$ cat src/rtl/c2s_pkg.sv
// Shared constants, tables and types of the cartesian to spherical converter.
`default_nettype none

package c2s_pkg;

    localparam int COORD_BITS   = 16;
    localparam int GUARD_BITS   = 16;
    localparam int CORDIC_STEPS = 16;
    localparam int TAB_LEN      = 24;
    localparam int STEPS_USED   = (CORDIC_STEPS > TAB_LEN) ? TAB_LEN : CORDIC_STEPS;

    // datapath: coordinate, guard fraction, headroom for CORDIC growth and sign
    localparam int DP_W   = COORD_BITS + GUARD_BITS + 4;
    localparam int MUL_W  = 32;
    localparam int HI_W   = DP_W - MUL_W;
    localparam int ANG_W  = 25;

    localparam int RAD_W  = 16;
    localparam int POL_W  = 16;
    localparam int AZ_W   = 17;
    localparam int IN_TDATA_W  = ((3 * COORD_BITS + 7) / 8) * 8;
    localparam int OUT_TDATA_W = ((RAD_W + POL_W + AZ_W + 7) / 8) * 8;

    localparam logic [MUL_W-1:0] GAIN_Q32 = 32'h9B74EDA8;

    localparam logic signed [ANG_W-1:0] ANG_HALF_PI = 2097152;
    localparam logic signed [ANG_W-1:0] ANG_RND     = 64;
    localparam int                      ANG_SHIFT   = 7;
    localparam logic signed [ANG_W-1:0] PI_OUT      = 32768;
    localparam logic signed [ANG_W-1:0] NEG_PI_OUT  = -32768;
    localparam logic signed [AZ_W-1:0]  AZ_HALF_PI  = 16384;
    localparam logic signed [AZ_W-1:0]  AZ_PI       = 32768;
    localparam logic [RAD_W-1:0]        RAD_MAX     = '1;

    // atan(2^-i) with pi = 2^22
    localparam logic signed [ANG_W-1:0] ATAN_TAB [TAB_LEN] = '{
        1048576, 619011, 327068, 166025, 83335, 41708, 20859, 10430,
        5215, 2608, 1304, 652, 326, 163, 81, 41,
        20, 10, 5, 3, 1, 1, 0, 0
    };

    // per-item sideband that rides along both CORDIC passes
    typedef struct packed {
        logic                         all_zero;
        logic                         x_zero;
        logic                         y_zero;
        logic                         x_pos;
        logic                         y_neg;
        logic signed [COORD_BITS-1:0] z;
        logic signed [ANG_W-1:0]      az;
        logic signed [ANG_W-1:0]      pol;
    } side_t;

    typedef struct packed {
        logic signed [AZ_W-1:0] azimuth;
        logic [POL_W-1:0]       polar_angle;
        logic [RAD_W-1:0]       radius;
    } res_t;

endpackage

`default_nettype wire

$ cat src/rtl/c2s_out_skid.sv
// Output register with a skid stage that decouples the pipeline from the receiver.
`default_nettype none

module c2s_out_skid (
    input  wire                 clk,
    input  wire                 rst_n,
    input  wire                 pipe_valid,
    input  wire c2s_pkg::res_t  pipe_data,
    output logic                pipe_ready,
    output logic                m_valid,
    input  wire                 m_ready,
    output c2s_pkg::res_t       m_data
);
    import c2s_pkg::*;

    logic m_valid_reg;
    logic skid_valid_reg;
    res_t m_data_reg;
    res_t skid_data_reg;
    logic take;
    logic hold;

    assign take = pipe_valid && !skid_valid_reg;
    assign hold = m_valid_reg && !m_ready;

    always_ff @(posedge clk or negedge rst_n)
    begin
        if (!rst_n)
        begin
            m_valid_reg    <= 1'b0;
            skid_valid_reg <= 1'b0;
        end
        else if (hold)
        begin
            if (take)
            begin
                skid_valid_reg <= 1'b1;
            end
        end
        else
        begin
            m_valid_reg    <= skid_valid_reg || take;
            skid_valid_reg <= 1'b0;
        end
    end

    always_ff @(posedge clk)
    begin
        if (hold)
        begin
            if (take)
            begin
                skid_data_reg <= pipe_data;
            end
        end
        else
        begin
            m_data_reg <= skid_valid_reg ? skid_data_reg : pipe_data;
        end
    end

    assign pipe_ready = !skid_valid_reg;
    assign m_valid    = m_valid_reg;
    assign m_data     = m_data_reg;

endmodule

`default_nettype wire

$ cat config.mk
export PLATFORM = sky130hd
export DESIGN_NAME = c2s_out_skid
export DESIGN_NICKNAME = d
export VERILOG_FILES = /design/src/rtl/c2s_pkg.sv /design/src/rtl/c2s_out_skid.sv
export SDC_FILE = /design/constraint.sdc
export NUM_CORES = 1
export LEC_CHECK = 0
export BUFFER_PORTS_ARGS = -buffer_cell sky130_fd_sc_hd__buf_2
export CORE_MARGIN = 2
export CORE_UTILIZATION = 54
export CTS_BUF_LIST = sky130_fd_sc_hd__clkbuf_2 sky130_fd_sc_hd__clkbuf_4 sky130_fd_sc_hd__clkbuf_8
export CTS_CLUSTER_DIAMETER = 100
export DETAILED_ROUTE_END_ITERATION = 12
export PLACE_DENSITY_LB_ADDON = 0.05
export SLEW_MARGIN = 20
export SYNTH_ARGS = -nofsm -noshare
export SYNTH_HDL_FRONTEND = slang
export SYNTH_SLANG_ARGS = --single-unit
$ cat constraint.sdc
create_clock -name clk -period 7.3 [get_ports clk]
set_input_delay 0.73 -clock clk [delete_from_list [all_inputs] [get_ports clk]]
set_output_delay 0.73 -clock clk [all_outputs]
set_load 0.01 [all_outputs]
==> Word-level counts from Yosys, hierarchy flattened <==
Index checks and enable logic that the tools add are counted.
{ "totals": {"reg_bits": 100, "in_bits": 53, "elab_cells": 18, "out_inout_bits": 51} }
{ "op_classes": {"mux": 3, "eq_ne": 1, "reduce_logical": 6} }
{ "op_table": {"columns": ["cell", "n"], "rows": [
  ["49-bit two-way mux", 1],
  ["1-bit logical AND", 2],
  ["1-bit zero test", 2],
  ["1-bit two-way mux", 2],
  ["2-bit inequality test, second input constant", 1],
  ["2-bit AND reduction", 1],
  ["1-bit logical OR", 1]
]} }

==> Depth between registers and ports, before layout <==
{ "logic_depth": {"word_depth": 4, "ltp_mapped": 4, "ltp_nobuf": 2} }

==> Worst setup path after synthesis <==
Ideal clock, no wire load.
{ "synth_timing": {"kind": "input to register", "from": "in m_ready", "to": "reg skid_data_reg[0] (netlist name), enable pin", "n_path_buf": 0, "setup_ns": 0.526, "arrival_time_ns": 5.663, "setup_slack_ns": 1.111, "required_ns": 6.774, "cell_stages": 2, "cell_sequence": "nand2b_1 > nor3b_1"} }
{ "synth_via": {"elab_chain_cells": 3} }
{ "synth_lines": {"columns": ["item", "line", "rtl"], "rows": [
  ["start, declared", "c2s_out_skid.sv:11", "input wire m_ready,"],
  ["1-bit zero test", "c2s_out_skid.sv:24", "assign hold = m_valid_reg && !m_ready;"],
  ["1-bit logical AND", "c2s_out_skid.sv:24", null],
  ["2-bit AND reduction (no line)", null, null],
  ["end signal, assigned", "c2s_out_skid.sv:53", "skid_data_reg <= pipe_data;"],
  ["end, declared", "c2s_out_skid.sv:19", "res_t skid_data_reg;"]
]} }
No other way between the ends.
A chain may end at the register's enable or synchronous reset.

==> Worst setup path in the final report <==
{ "layout_timing": {"from": "in m_ready", "to": "reg skid_data_reg[4] (netlist name), enable pin"} }
Same word-level chain as after synthesis.

==> summary.md <==
| Metric | Value |
|---|---|
| Final net count | `324` |
| Post-Synth XOR/XNOR Area | `0%` |
| Critical Path RT | `7300 ps` |
| Final period util | `around a third` |
| Port-buffer cells | `103` |
| Final setup viols | `0` |
| Ports | `between 100 and 150` |
| CP endpoint kind | `flop` |
| ANT cells | `0` |
| Worst path max stage delay | `between 600 and 700 ps` |
| Critical path startpoint category | `primary input` |
| Netlist Area Pre-Place | `3860 um2` |
| Slew margin rel. | `36.7%` |
| Cell family with most CP delay | `buffers and inverters` |
| Syn-to-layout area delta | `20.2%` |
| Total number of vias | `1777` |
| Num CTS Buffers | `9` |
| Setup repair bufs after CTS | `0` |
| WP buf/inv | `3` |
| Combinational share of power | `9.9%` |
| Syn_nets | `214` |
| CP cell instances | `buf_2, nand2b_2, buf_4, nor3b_4, buf_4` |
| Compound-Gate Fraction of Synth Area | `0%` |
| Slew @ Worst Pin | `roughly 950 ps` |
| Mean routed wirelength per cell | `15.1 um` |
| Post-synth top area cell | `edfxtp_1` |
| Core Area | `between 6000 and 7000 um2` |
| FP Rows | `30` |
| Post-route ant nets | `0` |
| Net Switching | `254 uW` |
| Worst IR Drop VDD | `0.000164 V` |
| Maxcap violations | `0` |
| Initial antenna violation count | `0` |
| DR pass1 iterations | `4` |
| Multiplexer share of the synthesized area | `18.9%` |
| Pwr Density | `258 nW/um2` |
| Most common cell after layout, fill and taps aside | `buf_2` |
| Sequential fraction of design power | `58.4%` |
| Drt total wl | `5630 um` |
| CTS clock-pin slew for the worst setup and hold paths | `90 ps` |
| Top post-synthesis cells by area | `edfxtp_1, mux2_4, buf_12` |
| Die Height | `88.5 um` |
| Synth warn | `0` |
| Yosys cell types | `12` |
| Tmin final | `about 2600 ps` |
| Register area share after synthesis | `77.6%` |
| Flops & latches, synth | `100` |
| Worst-Skew Late Latency | `350 ps` |
| RSZ-0062 raised after global routing | `false` |
| Placer Congestion | `roughly 0.66` |
| Largest family of logic cells by synthesized area | `multiplexers` |
| Die X | `88.5 um` |
| Switching Fraction | `21.2%` |
| Final Hold Violating Endpoints | `0` |
| Leak Pwr | `1.85 nW` |
| Initial detailed-routing violation count | `70` |
| Vias in the first global route | `1734` |
| Cells after synthesis | `161` |
| Crit-path max FO | `52` |
| Storage cell area | `3000 um2` |
| Adder-cell share of the synthesized area | `0%` |
| Max-slew violations | `0` |
| Critical path's most frequent cell | `buf_4` |
| H-tree depth | `3` |
| Clock skew | `13.1 ps` |
| Cts-stage hold buffer count | `0` |
| Hold WC Path Type | `in2async` |
| FILL cells | `between 400 and 500` |
| CTS max path bufs | `2` |
| CTS tree | `built` |
| Fin Hold WS | `around 150 ps` |
| Arrival time worst endpoint | `2550 ps` |
| GR Util All Layers | `approximately 15%` |
| Die area | `7830 um2` |
| Initial core utilization | `56.1%` |
| Setup TNS | `0 ps` |
| CTS sink count | `100` |
| Layout cell share with drive strength beyond 1 | `62.3%` |
| Detail Placement HPWL | `3620 um` |
| Synth top area share | `around three quarters` |
| Detailed-route DRC error count | `0` |
| Post-cts gate resize count | `0` |
| Fmax achieved | `between 300 and 400 MHz` |
| Area occupied by multi-input gates | `767 um2` |
| DR vias/cell | `4.78` |
| Commonest non-fill, non-tap cells in the layout | `buf_2, edfxtp_1, mux2_4` |
| Global-route wire length before repair | `8440 um` |
| Crit path max-delay cell type | `nor3b_4` |
| Int Power | `942 uW` |
| Crit Path Class | `in2reg` |
| Avg Inst Size Synth | `around 24 um2` |
| Largest net degree at the start of global routing | `53` |
| Post-Synth Simple-Gate Area | `0.649%` |
| Total grt overflow | `0` |
| Status | `completed` |
| Clock root cell | `clkbuf_8` |
| Clock share of power | `between 30% and 40%` |
-- cell usage after synthesis --
library cell / number
edfxtp_1: 98
buf_8: 1
nand2b_1: 1
buf_6: 1
mux2_2: 2
dfrtp_1: 2
nor3b_1: 1
mux2_4: 47
nand2_1: 1
buf_12: 4
inv_1: 1
nor2_1: 2
-- routing by layer --
layer	track usage [%]	vias to the layer above	wire length, um
met5	0	-	0
met4	7.44	0	68
met3	6.25	7	461
met2	21.9	66	2600
met1	19.7	853	2500
li1	-	851	-
-- power groups by stage --
stage	Combinational (mW)	Clock [mW]	Sequential (mW)
after floorplan	0.0700	0	0.718
after global placement	0.118	0	0.712
after detailed placement	0.120	0	0.712
after CTS	0.120	0.388	0.699
after global routing	0.129	0.413	0.704
final	0.118	0.379	0.699
-- worst paths after layout --
kind	startpoint	to	slack, ps	cells after the start
setup / recovery	m_ready	skid_data_reg[4]	4750	5
hold / removal	rst_n	skid_valid_reg	150	1
setup reg to reg	skid_valid_reg	skid_data_reg[4]	4840	2
hold reg to reg	skid_data_reg[4]	m_data[4]	540	1
max in group asynchronous	rst_n	skid_valid_reg	7040	1
min in group clk	skid_data_reg[4]	m_data[4]	540	1
-- layout make-up --
type / count / area share (%)
Sequential cell: 100 / 64.6
Timing Repair Buffer: 105 / 11.4
Inverter: 1 / 0.0809
Clock inverter: 6 / 1.89
Tap cell: 96 / 2.59
Clock buffer: 10 / 2.83
Multi-Input combinational cell: 54 / 16.5
-- per-stage QoR --
| stage | setup WS, ps | total power, mW | instances | utilization [%] | area [um2] |
|---|---|---|---|---|---|
| after floorplan | 1110 | 0.788 | 161 | - | 3860 |
| after global placement | 4040 | 0.830 | 356 | 64.2 | 4410 |
| after detailed placement | 4020 | 0.832 | 356 | 64.2 | 4410 |
| after CTS | 4410 | 1.21 | 372 | 67.4 | 4630 |
| after global routing | 4570 | 1.25 | 372 | 67.5 | 4640 |
| final | 4750 | 1.20 | 372 | 67.5 | 4640 |
-- worst register-to-register path: stages (launching register included) --
cell and delay (ps):
dfrtp_4 830, nor3b_4 750, buf_4 520
-- logic make-up (layout without fill, tap and decap cells) --
family	after synthesis	in the layout
flops	100	100
mux	49	49
buf+inv	7	122
simple gates	5	5
(Power assumes the default switching activity.)
