**config.mk**
```make
export PLATFORM = sky130hd
export DESIGN_NAME = c2s_gain
export DESIGN_NICKNAME = d
export VERILOG_FILES = /design/src/rtl/c2s_pkg.sv /design/src/rtl/c2s_gain.sv
export SDC_FILE = /design/constraint.sdc
export NUM_CORES = 2
export LEC_CHECK = 0
export BUFFER_PORTS_ARGS = -buffer_cell sky130_fd_sc_hd__buf_2
export CORE_MARGIN = 2
export CORE_UTILIZATION = 45
export DETAILED_ROUTE_END_ITERATION = 7
export PLACE_DENSITY = 0.71
export SLEW_MARGIN = 30
export SYNTH_ARGS = -nofsm -noshare
export SYNTH_HDL_FRONTEND = slang
export SYNTH_SLANG_ARGS = --single-unit
```
**constraint.sdc**
```tcl
create_clock -name clk -period 4.4 [get_ports clk]
set_input_delay 0.22 -clock clk [delete_from_list [all_inputs] [get_ports clk]]
set_output_delay 0.22 -clock clk [all_outputs]
set_load 0.005 [all_outputs]
```
**src/rtl/c2s_pkg.sv**
```systemverilog
// Shared constants, tables and types of the cartesian to spherical converter.
`default_nettype none

package c2s_pkg;

    localparam int COORD_BITS   = 16;
    localparam int GUARD_BITS   = 16;
    localparam int CORDIC_STEPS = 16;
    localparam int TAB_LEN      = 24;
    localparam int STEPS_USED   = (CORDIC_STEPS > TAB_LEN) ? TAB_LEN : CORDIC_STEPS;

    // datapath: coordinate, guard fraction, headroom for CORDIC growth and sign
    localparam int DP_W   = COORD_BITS + GUARD_BITS + 4;
    localparam int MUL_W  = 32;
    localparam int HI_W   = DP_W - MUL_W;
    localparam int ANG_W  = 25;

    localparam int RAD_W  = 16;
    localparam int POL_W  = 16;
    localparam int AZ_W   = 17;
    localparam int IN_TDATA_W  = ((3 * COORD_BITS + 7) / 8) * 8;
    localparam int OUT_TDATA_W = ((RAD_W + POL_W + AZ_W + 7) / 8) * 8;

    localparam logic [MUL_W-1:0] GAIN_Q32 = 32'h9B74EDA8;

    localparam logic signed [ANG_W-1:0] ANG_HALF_PI = 2097152;
    localparam logic signed [ANG_W-1:0] ANG_RND     = 64;
    localparam int                      ANG_SHIFT   = 7;
    localparam logic signed [ANG_W-1:0] PI_OUT      = 32768;
    localparam logic signed [ANG_W-1:0] NEG_PI_OUT  = -32768;
    localparam logic signed [AZ_W-1:0]  AZ_HALF_PI  = 16384;
    localparam logic signed [AZ_W-1:0]  AZ_PI       = 32768;
    localparam logic [RAD_W-1:0]        RAD_MAX     = '1;

    // atan(2^-i) with pi = 2^22
    localparam logic signed [ANG_W-1:0] ATAN_TAB [TAB_LEN] = '{
        1048576, 619011, 327068, 166025, 83335, 41708, 20859, 10430,
        5215, 2608, 1304, 652, 326, 163, 81, 41,
        20, 10, 5, 3, 1, 1, 0, 0
    };

    // per-item sideband that rides along both CORDIC passes
    typedef struct packed {
        logic                         all_zero;
        logic                         x_zero;
        logic                         y_zero;
        logic                         x_pos;
        logic                         y_neg;
        logic signed [COORD_BITS-1:0] z;
        logic signed [ANG_W-1:0]      az;
        logic signed [ANG_W-1:0]      pol;
    } side_t;

    typedef struct packed {
        logic signed [AZ_W-1:0] azimuth;
        logic [POL_W-1:0]       polar_angle;
        logic [RAD_W-1:0]       radius;
    } res_t;

endpackage

`default_nettype wire

```
**src/rtl/c2s_gain.sv**
```systemverilog
// CORDIC gain removal: two-stage multiply by the gain constant, rounded to nearest.
`default_nettype none

module c2s_gain (
    input  wire                                  clk,
    input  wire                                  rst_n,
    input  wire                                  en,
    input  wire                                  in_valid,
    input  wire logic signed [c2s_pkg::DP_W-1:0] in_v,
    input  wire c2s_pkg::side_t                  in_side,
    output logic                                 out_valid,
    output logic signed [c2s_pkg::DP_W-1:0]      out_v,
    output c2s_pkg::side_t                       out_side
);
    import c2s_pkg::*;

    logic                      valid_reg [0:1];
    logic [2*MUL_W-1:0]        p_lo_reg;
    logic [HI_W+MUL_W-1:0]     p_hi_reg;
    side_t                     side_reg  [0:1];
    logic [DP_W-1:0]           v_reg;
    logic [DP_W-1:0]           v_next;

    always_ff @(posedge clk or negedge rst_n)
    begin
        if (!rst_n)
        begin
            valid_reg[0] <= 1'b0;
            valid_reg[1] <= 1'b0;
        end
        else if (en)
        begin
            valid_reg[0] <= in_valid;
            valid_reg[1] <= valid_reg[0];
        end
    end

    // the value is never negative here; split it at bit 32 into two partial products
    always_ff @(posedge clk)
    begin
        if (en)
        begin
            p_lo_reg    <= {{MUL_W{1'b0}}, in_v[MUL_W-1:0]} * {{MUL_W{1'b0}}, GAIN_Q32};
            p_hi_reg    <= (HI_W+MUL_W)'(in_v[DP_W-1:MUL_W]) * (HI_W+MUL_W)'(GAIN_Q32);
            side_reg[0] <= in_side;
            v_reg       <= v_next;
            side_reg[1] <= side_reg[0];
        end
    end

    // the round bit of the low product is its bit 31
    assign v_next = DP_W'(p_hi_reg) + DP_W'(p_lo_reg[2*MUL_W-1:MUL_W])
                  + DP_W'(p_lo_reg[MUL_W-1]);

    assign out_valid = valid_reg[1];
    assign out_v     = $signed(v_reg);
    assign out_side  = side_reg[1];

endmodule

`default_nettype wire

```
== Word-level counts from Yosys, hierarchy flattened ==
Memory sizes are Yosys's and may differ from the RTL's.
Index checks and enable logic that the tools add are counted.
W data, S select, Z words.

* Flip-flop bits (word level): 132
* Bits in latches: 0
* RAM bits: 142
* ROM bits: 0
* Bits of input ports: 111
* Output and inout bits: 108
* Logic and storage cells: 12
* Memories: 1

* Add/subtract/negate cells: 2
* $mul: 2
* Divide/modulo/power cells: 0
* Order comparisons: 0
* Equal/unequal tests: 0
* Shift operators: 0
* Multiplexer cells: 2
* Bitwise logic cells: 0
* Reductions and logical operators: 0

{| class="wikitable"
|+ Memories
! memory !! words !! bits a word !! rd ports !! clocked after memory_dff !! write ports !! line !! RTL
|-
| side_reg || 2 || 71 || 2 || 0 || 2 || c2s_gain.sv:20 || <nowiki>side_t side_reg [0:1];</nowiki>
|}

{| class="wikitable"
|+ Operators by type and width
! operator !! number
|-
| $mul A32 B29 Y61 const B || 1
|-
| $add A36 B1 Y36 || 1
|-
| $add A36 B32 Y36 || 1
|-
| $mul A4 B29 Y33 const B || 1
|-
| $mux W1 || 2
|}

== Depth between registers and ports, before layout ==
* Depth in word-level cells: 2
* Gate-level depth with buffers: 25

== Least setup slack after synthesis ==
No wires, ideal clock.

* Kind: input -> register
* From: input in_v[8] in the netlist's numbering
* To: register p_lo_reg[54] (data pin)
* Library setup time: 262 ps
* Arrival time: 6463 ps
* Path slack: -2325 ps
* Stages on the path: 24
* Buffers on the path: 0
* Cell sequence: inv_1 > fa_1 > fa_1 > inv_1 > fa_1 > inv_1 > fa_1 > inv_1 > fa_1 > fa_1 > fa_1 > inv_1 > fa_1 > inv_1 > ha_1 > a21oi_1 > o21ai_0 > a211o_1 > o32ai_2 > o21ai_1 > a211o_1 > a21oi_1 > o21ai_1 > xor2_1

* Longest elaborated chain between the ends: 1

{| class="wikitable"
|+ Ends and longest elaborated chain
! item !! line !! RTL
|-
| start: declaration || c2s_gain.sv:9 || <nowiki>input wire logic signed [c2s_pkg::DP_W-1:0] in_v,</nowiki>
|-
| $mul A32 B29 Y61 || c2s_gain.sv:43 || <nowiki>p_lo_reg <= {{MUL_W{1'b0}}, in_v[MUL_W-1:0]} * {{MUL_W{1'b0}}, GAIN_Q32};</nowiki>
|-
| end signal: assignment || c2s_gain.sv:43 ||
|-
| end: declaration || c2s_gain.sv:18 || <nowiki>logic [2*MUL_W-1:0] p_lo_reg;</nowiki>
|}

No other way between the ends.
A chain may end at the register's enable or synchronous reset.

== Worst setup path after layout ==
* From: input in_v[14] in the netlist's numbering
* To: register p_lo_reg[61] (data pin)

Same word-level chain as after synthesis.

==> impl_results.md <==
* Nets at 4066
* Total placed cells including tap cells at 3794
* Clk buf depth at 3
* Crit path max fanout at 5
* Crit path buf inv count at 8
* Clock transition at path regs at 0.07 ns
* Unrepaired setup endpoints after global routing: yes
* Initial antenna violation count at 1
* HPWL after DPL at 64630 um
* Port bufs at 218
* Fin crit share at 144.9%
* Vias in the first global route at 21412
* Number of synthesized flops with an enable pin at 244
* Fin. Hold Viols at 0
* Warnings from Yosys at 0
* Die width at 256.1 um
* Most used cell, CP: fa_1
* Crit Path Class: in -> reg
* R2R setup slack at 0.97 ns
* Failing checks: negative setup slack
* Initial DRT Pass Iterations at 6
* Max reg flops at 142
* Share of layout cells above drive strength 1 at 25.02%
* Final max-slew violation count at 0
* Most frequent cells in the layout: inv_1, fa_1, ha_1
* Tot GR Track Use at 23.48%
* Worst-skew pair later-pin latency at 0.53 ns
* H-tree depth at 1
* Maxcap violations at 0
* Non-Filler Instances at 3937
* Drt initial violations at 1112
* WP data required at 4.68 ns
* TritonCTS sink count at 246
* Final WL at 75370 um
* Drt drc at 0
* R2r startpoint: p_lo_reg[31]$_DFFE_PP_
* Final setup margin at -1.974 ns
* Core ar. at 62970 um2
* GP Congestion at 0.9653
* Fmax at 0.1569 GHz
* Syn_area_per_cell at 11.54 um2
* Outcome: complete, but fails checks
* Die outline height at 256.1 um
* RR Endpoint: out_v[30]$_DFFE_PP_
* CTS tree: built
* Initial core utilization at 45.41%
* Via count at 19185
* Fin crit period at 6.374 ns
* Main synth FF type: edfxtp_1
* Relative slew slack at 51.20%
* Grt total ovfl at 0
* P&R area growth vs syn at 23.71%
* Wire length of the first global-routing pass at 118400 um
* Worst-margin pin slew at 0.7277 ns
* Commonest non-fill, non-tap cell in the layout: inv_1
* Sequential share of the synthesized area at 25.80%
* Mapped Area at 28590 um2
* Post-synth ARST share at 0.8130%
* Clk root buf: clkbuf_16
* Post-Syn Nets at 3468
* Worst Setup Start Kind: input pin
* Worst R2R Path Depth at 12
* Arr. time, crit path at 6.65 ns
* Cells after Synth at 2478
* Drt via density at 4.873
* Largest net degree at the start of global routing at 141
* Die Area at 65580 um2
* Crit path capture type: flop
* IO Pins at 219
* Crit path max-delay cell type: fa_1
* #FFs+latches synth at 246
* Row cnt at 92
* Top delay family on crit path: adder cells
* Routed len/inst at 19.14 um
* Num CTS Buffers at 22
* Post-synth cell types at 60
* Detail Route Antenna Nets at 0
* Clock Skews at 0.03361 ns
* Endpoints failing setup at 33
* Max incr delay on CP at 0.53 ns
* Hold/Removal Path Class: in -> async
==> through the flow <==
step	hold slack (ns)	setup TNS, ns	area (um2)	utilization (%)	setup slack [ns]
finish	0.02889	-56.05	35380	56.18	-1.974
global route	0.02629	-62.20	35370	56.18	-2.161
CTS	0.003606	-53.99	35080	55.72	-1.916
detailed placement	0.01784	-78.70	32920	52.28	-2.753
global placement	0.01786	-75.93	32920	52.28	-2.615
floorplan	-0.07559	-57.73	28820	-	-2.077
==> cell families after synthesis <==
group | after synthesis | synth area share [%]
compound gates | 268 | 6.161
xor+xnor | 85 | 2.603
fa+ha+maj | 879 | 50.64
buf+inv | 831 | 11.84
flops | 246 | 25.80
mux | 2 | 0.07876
simple gates | 167 | 2.870
==> layer usage <==
layer | wire (um) | track usage [%] | up-vias
li1 | - | - | 8944
met1 | 32330 | 30.92 | 9613
met2 | 37110 | 41.20 | 548
met3 | 4352 | 3.298 | 80
met4 | 1572 | 5.133 | 0
met5 | 0 | 0 | -
==> Yosys cell counts (2+ instances only) <==
cell type / n / area, um2
o21ai_1: 6 / 30.03
nand2b_1: 5 / 31.28
o21bai_1: 19 / 142.6
inv_1: 750 / 2815
nor2_1: 40 / 150.1
or3_1: 4 / 25.02
edfxtp_1: 244 / 7327
o211ai_1: 6 / 45.04
clkbuf_1: 8 / 30.03
a31oi_1: 7 / 43.79
o41ai_1: 2 / 17.52
a31o_2: 3 / 26.28
o31a_1: 2 / 17.52
nor2b_1: 11 / 68.82
a41o_1: 2 / 20.02
and3_1: 5 / 31.28
dfrtp_1: 2 / 50.05
o2111ai_1: 2 / 17.52
a21boi_0: 4 / 30.03
nand4b_1: 2 / 17.52
and2_1: 3 / 18.77
nand3_1: 14 / 70.07
a211oi_1: 11 / 82.58
o31ai_1: 3 / 22.52
a21oi_1: 86 / 430.4
nand4_1: 15 / 93.84
o21a_1: 11 / 82.58
a21o_1: 39 / 292.8
and4_1: 6 / 52.55
nand2_1: 45 / 168.9
ha_1: 415 / 5192
a41oi_1: 3 / 26.28
or2_2: 2 / 12.51
fa_1: 464 / 9289
xor2_1: 30 / 262.8
a211o_1: 4 / 35.03
xnor2_1: 55 / 481.7
buf_4: 71 / 533.0
a2111oi_2: 3 / 45.04
nor3_1: 13 / 65.06
o21ai_0: 40 / 200.2
mux2_2: 2 / 22.52
o22ai_1: 2 / 12.51
==> final cells by class <==
class	count	area (um2)
Antenna cell	1	2.502
Inverter	750	2853
Fill cell	5180	27590
Multi-Input combinational cell	1401	18550
Clock buffer	27	589.3
Sequential cell	246	7377
Clock inverter	11	173.9
Tap cell	846	1059
Timing Repair Buffer	655	4771
==> how the worst max path moves through the flow <==
stage	to	from	cells after the start
6_report	p_lo_reg[61]$_DFFE_PP_	in_v[14]	27
2_1_floorplan	p_lo_reg[63]$_DFFE_PP_	in_v[8]	25
5_1_grt	p_lo_reg[61]$_DFFE_PP_	in_v[12]	27
3_3_place_gp	p_lo_reg[61]$_DFFE_PP_	in_v[19]	25
4_1_cts	p_lo_reg[61]$_DFFE_PP_	in_v[12]	27
3_5_place_dp	p_lo_reg[63]$_DFFE_PP_	in_v[13]	27
==> what timing repair did <==
item,in CTS,in global routing
resized for setup,128,47
hold buffers,73,0
setup buffers,21,12
endpoints found under the hold margin,74,0
setup endpoints to repair,33,33
pin swaps,49,36
Power is not shown: default switching activity piles up to over one toggle a cycle in this logic, so the estimate is an artifact.
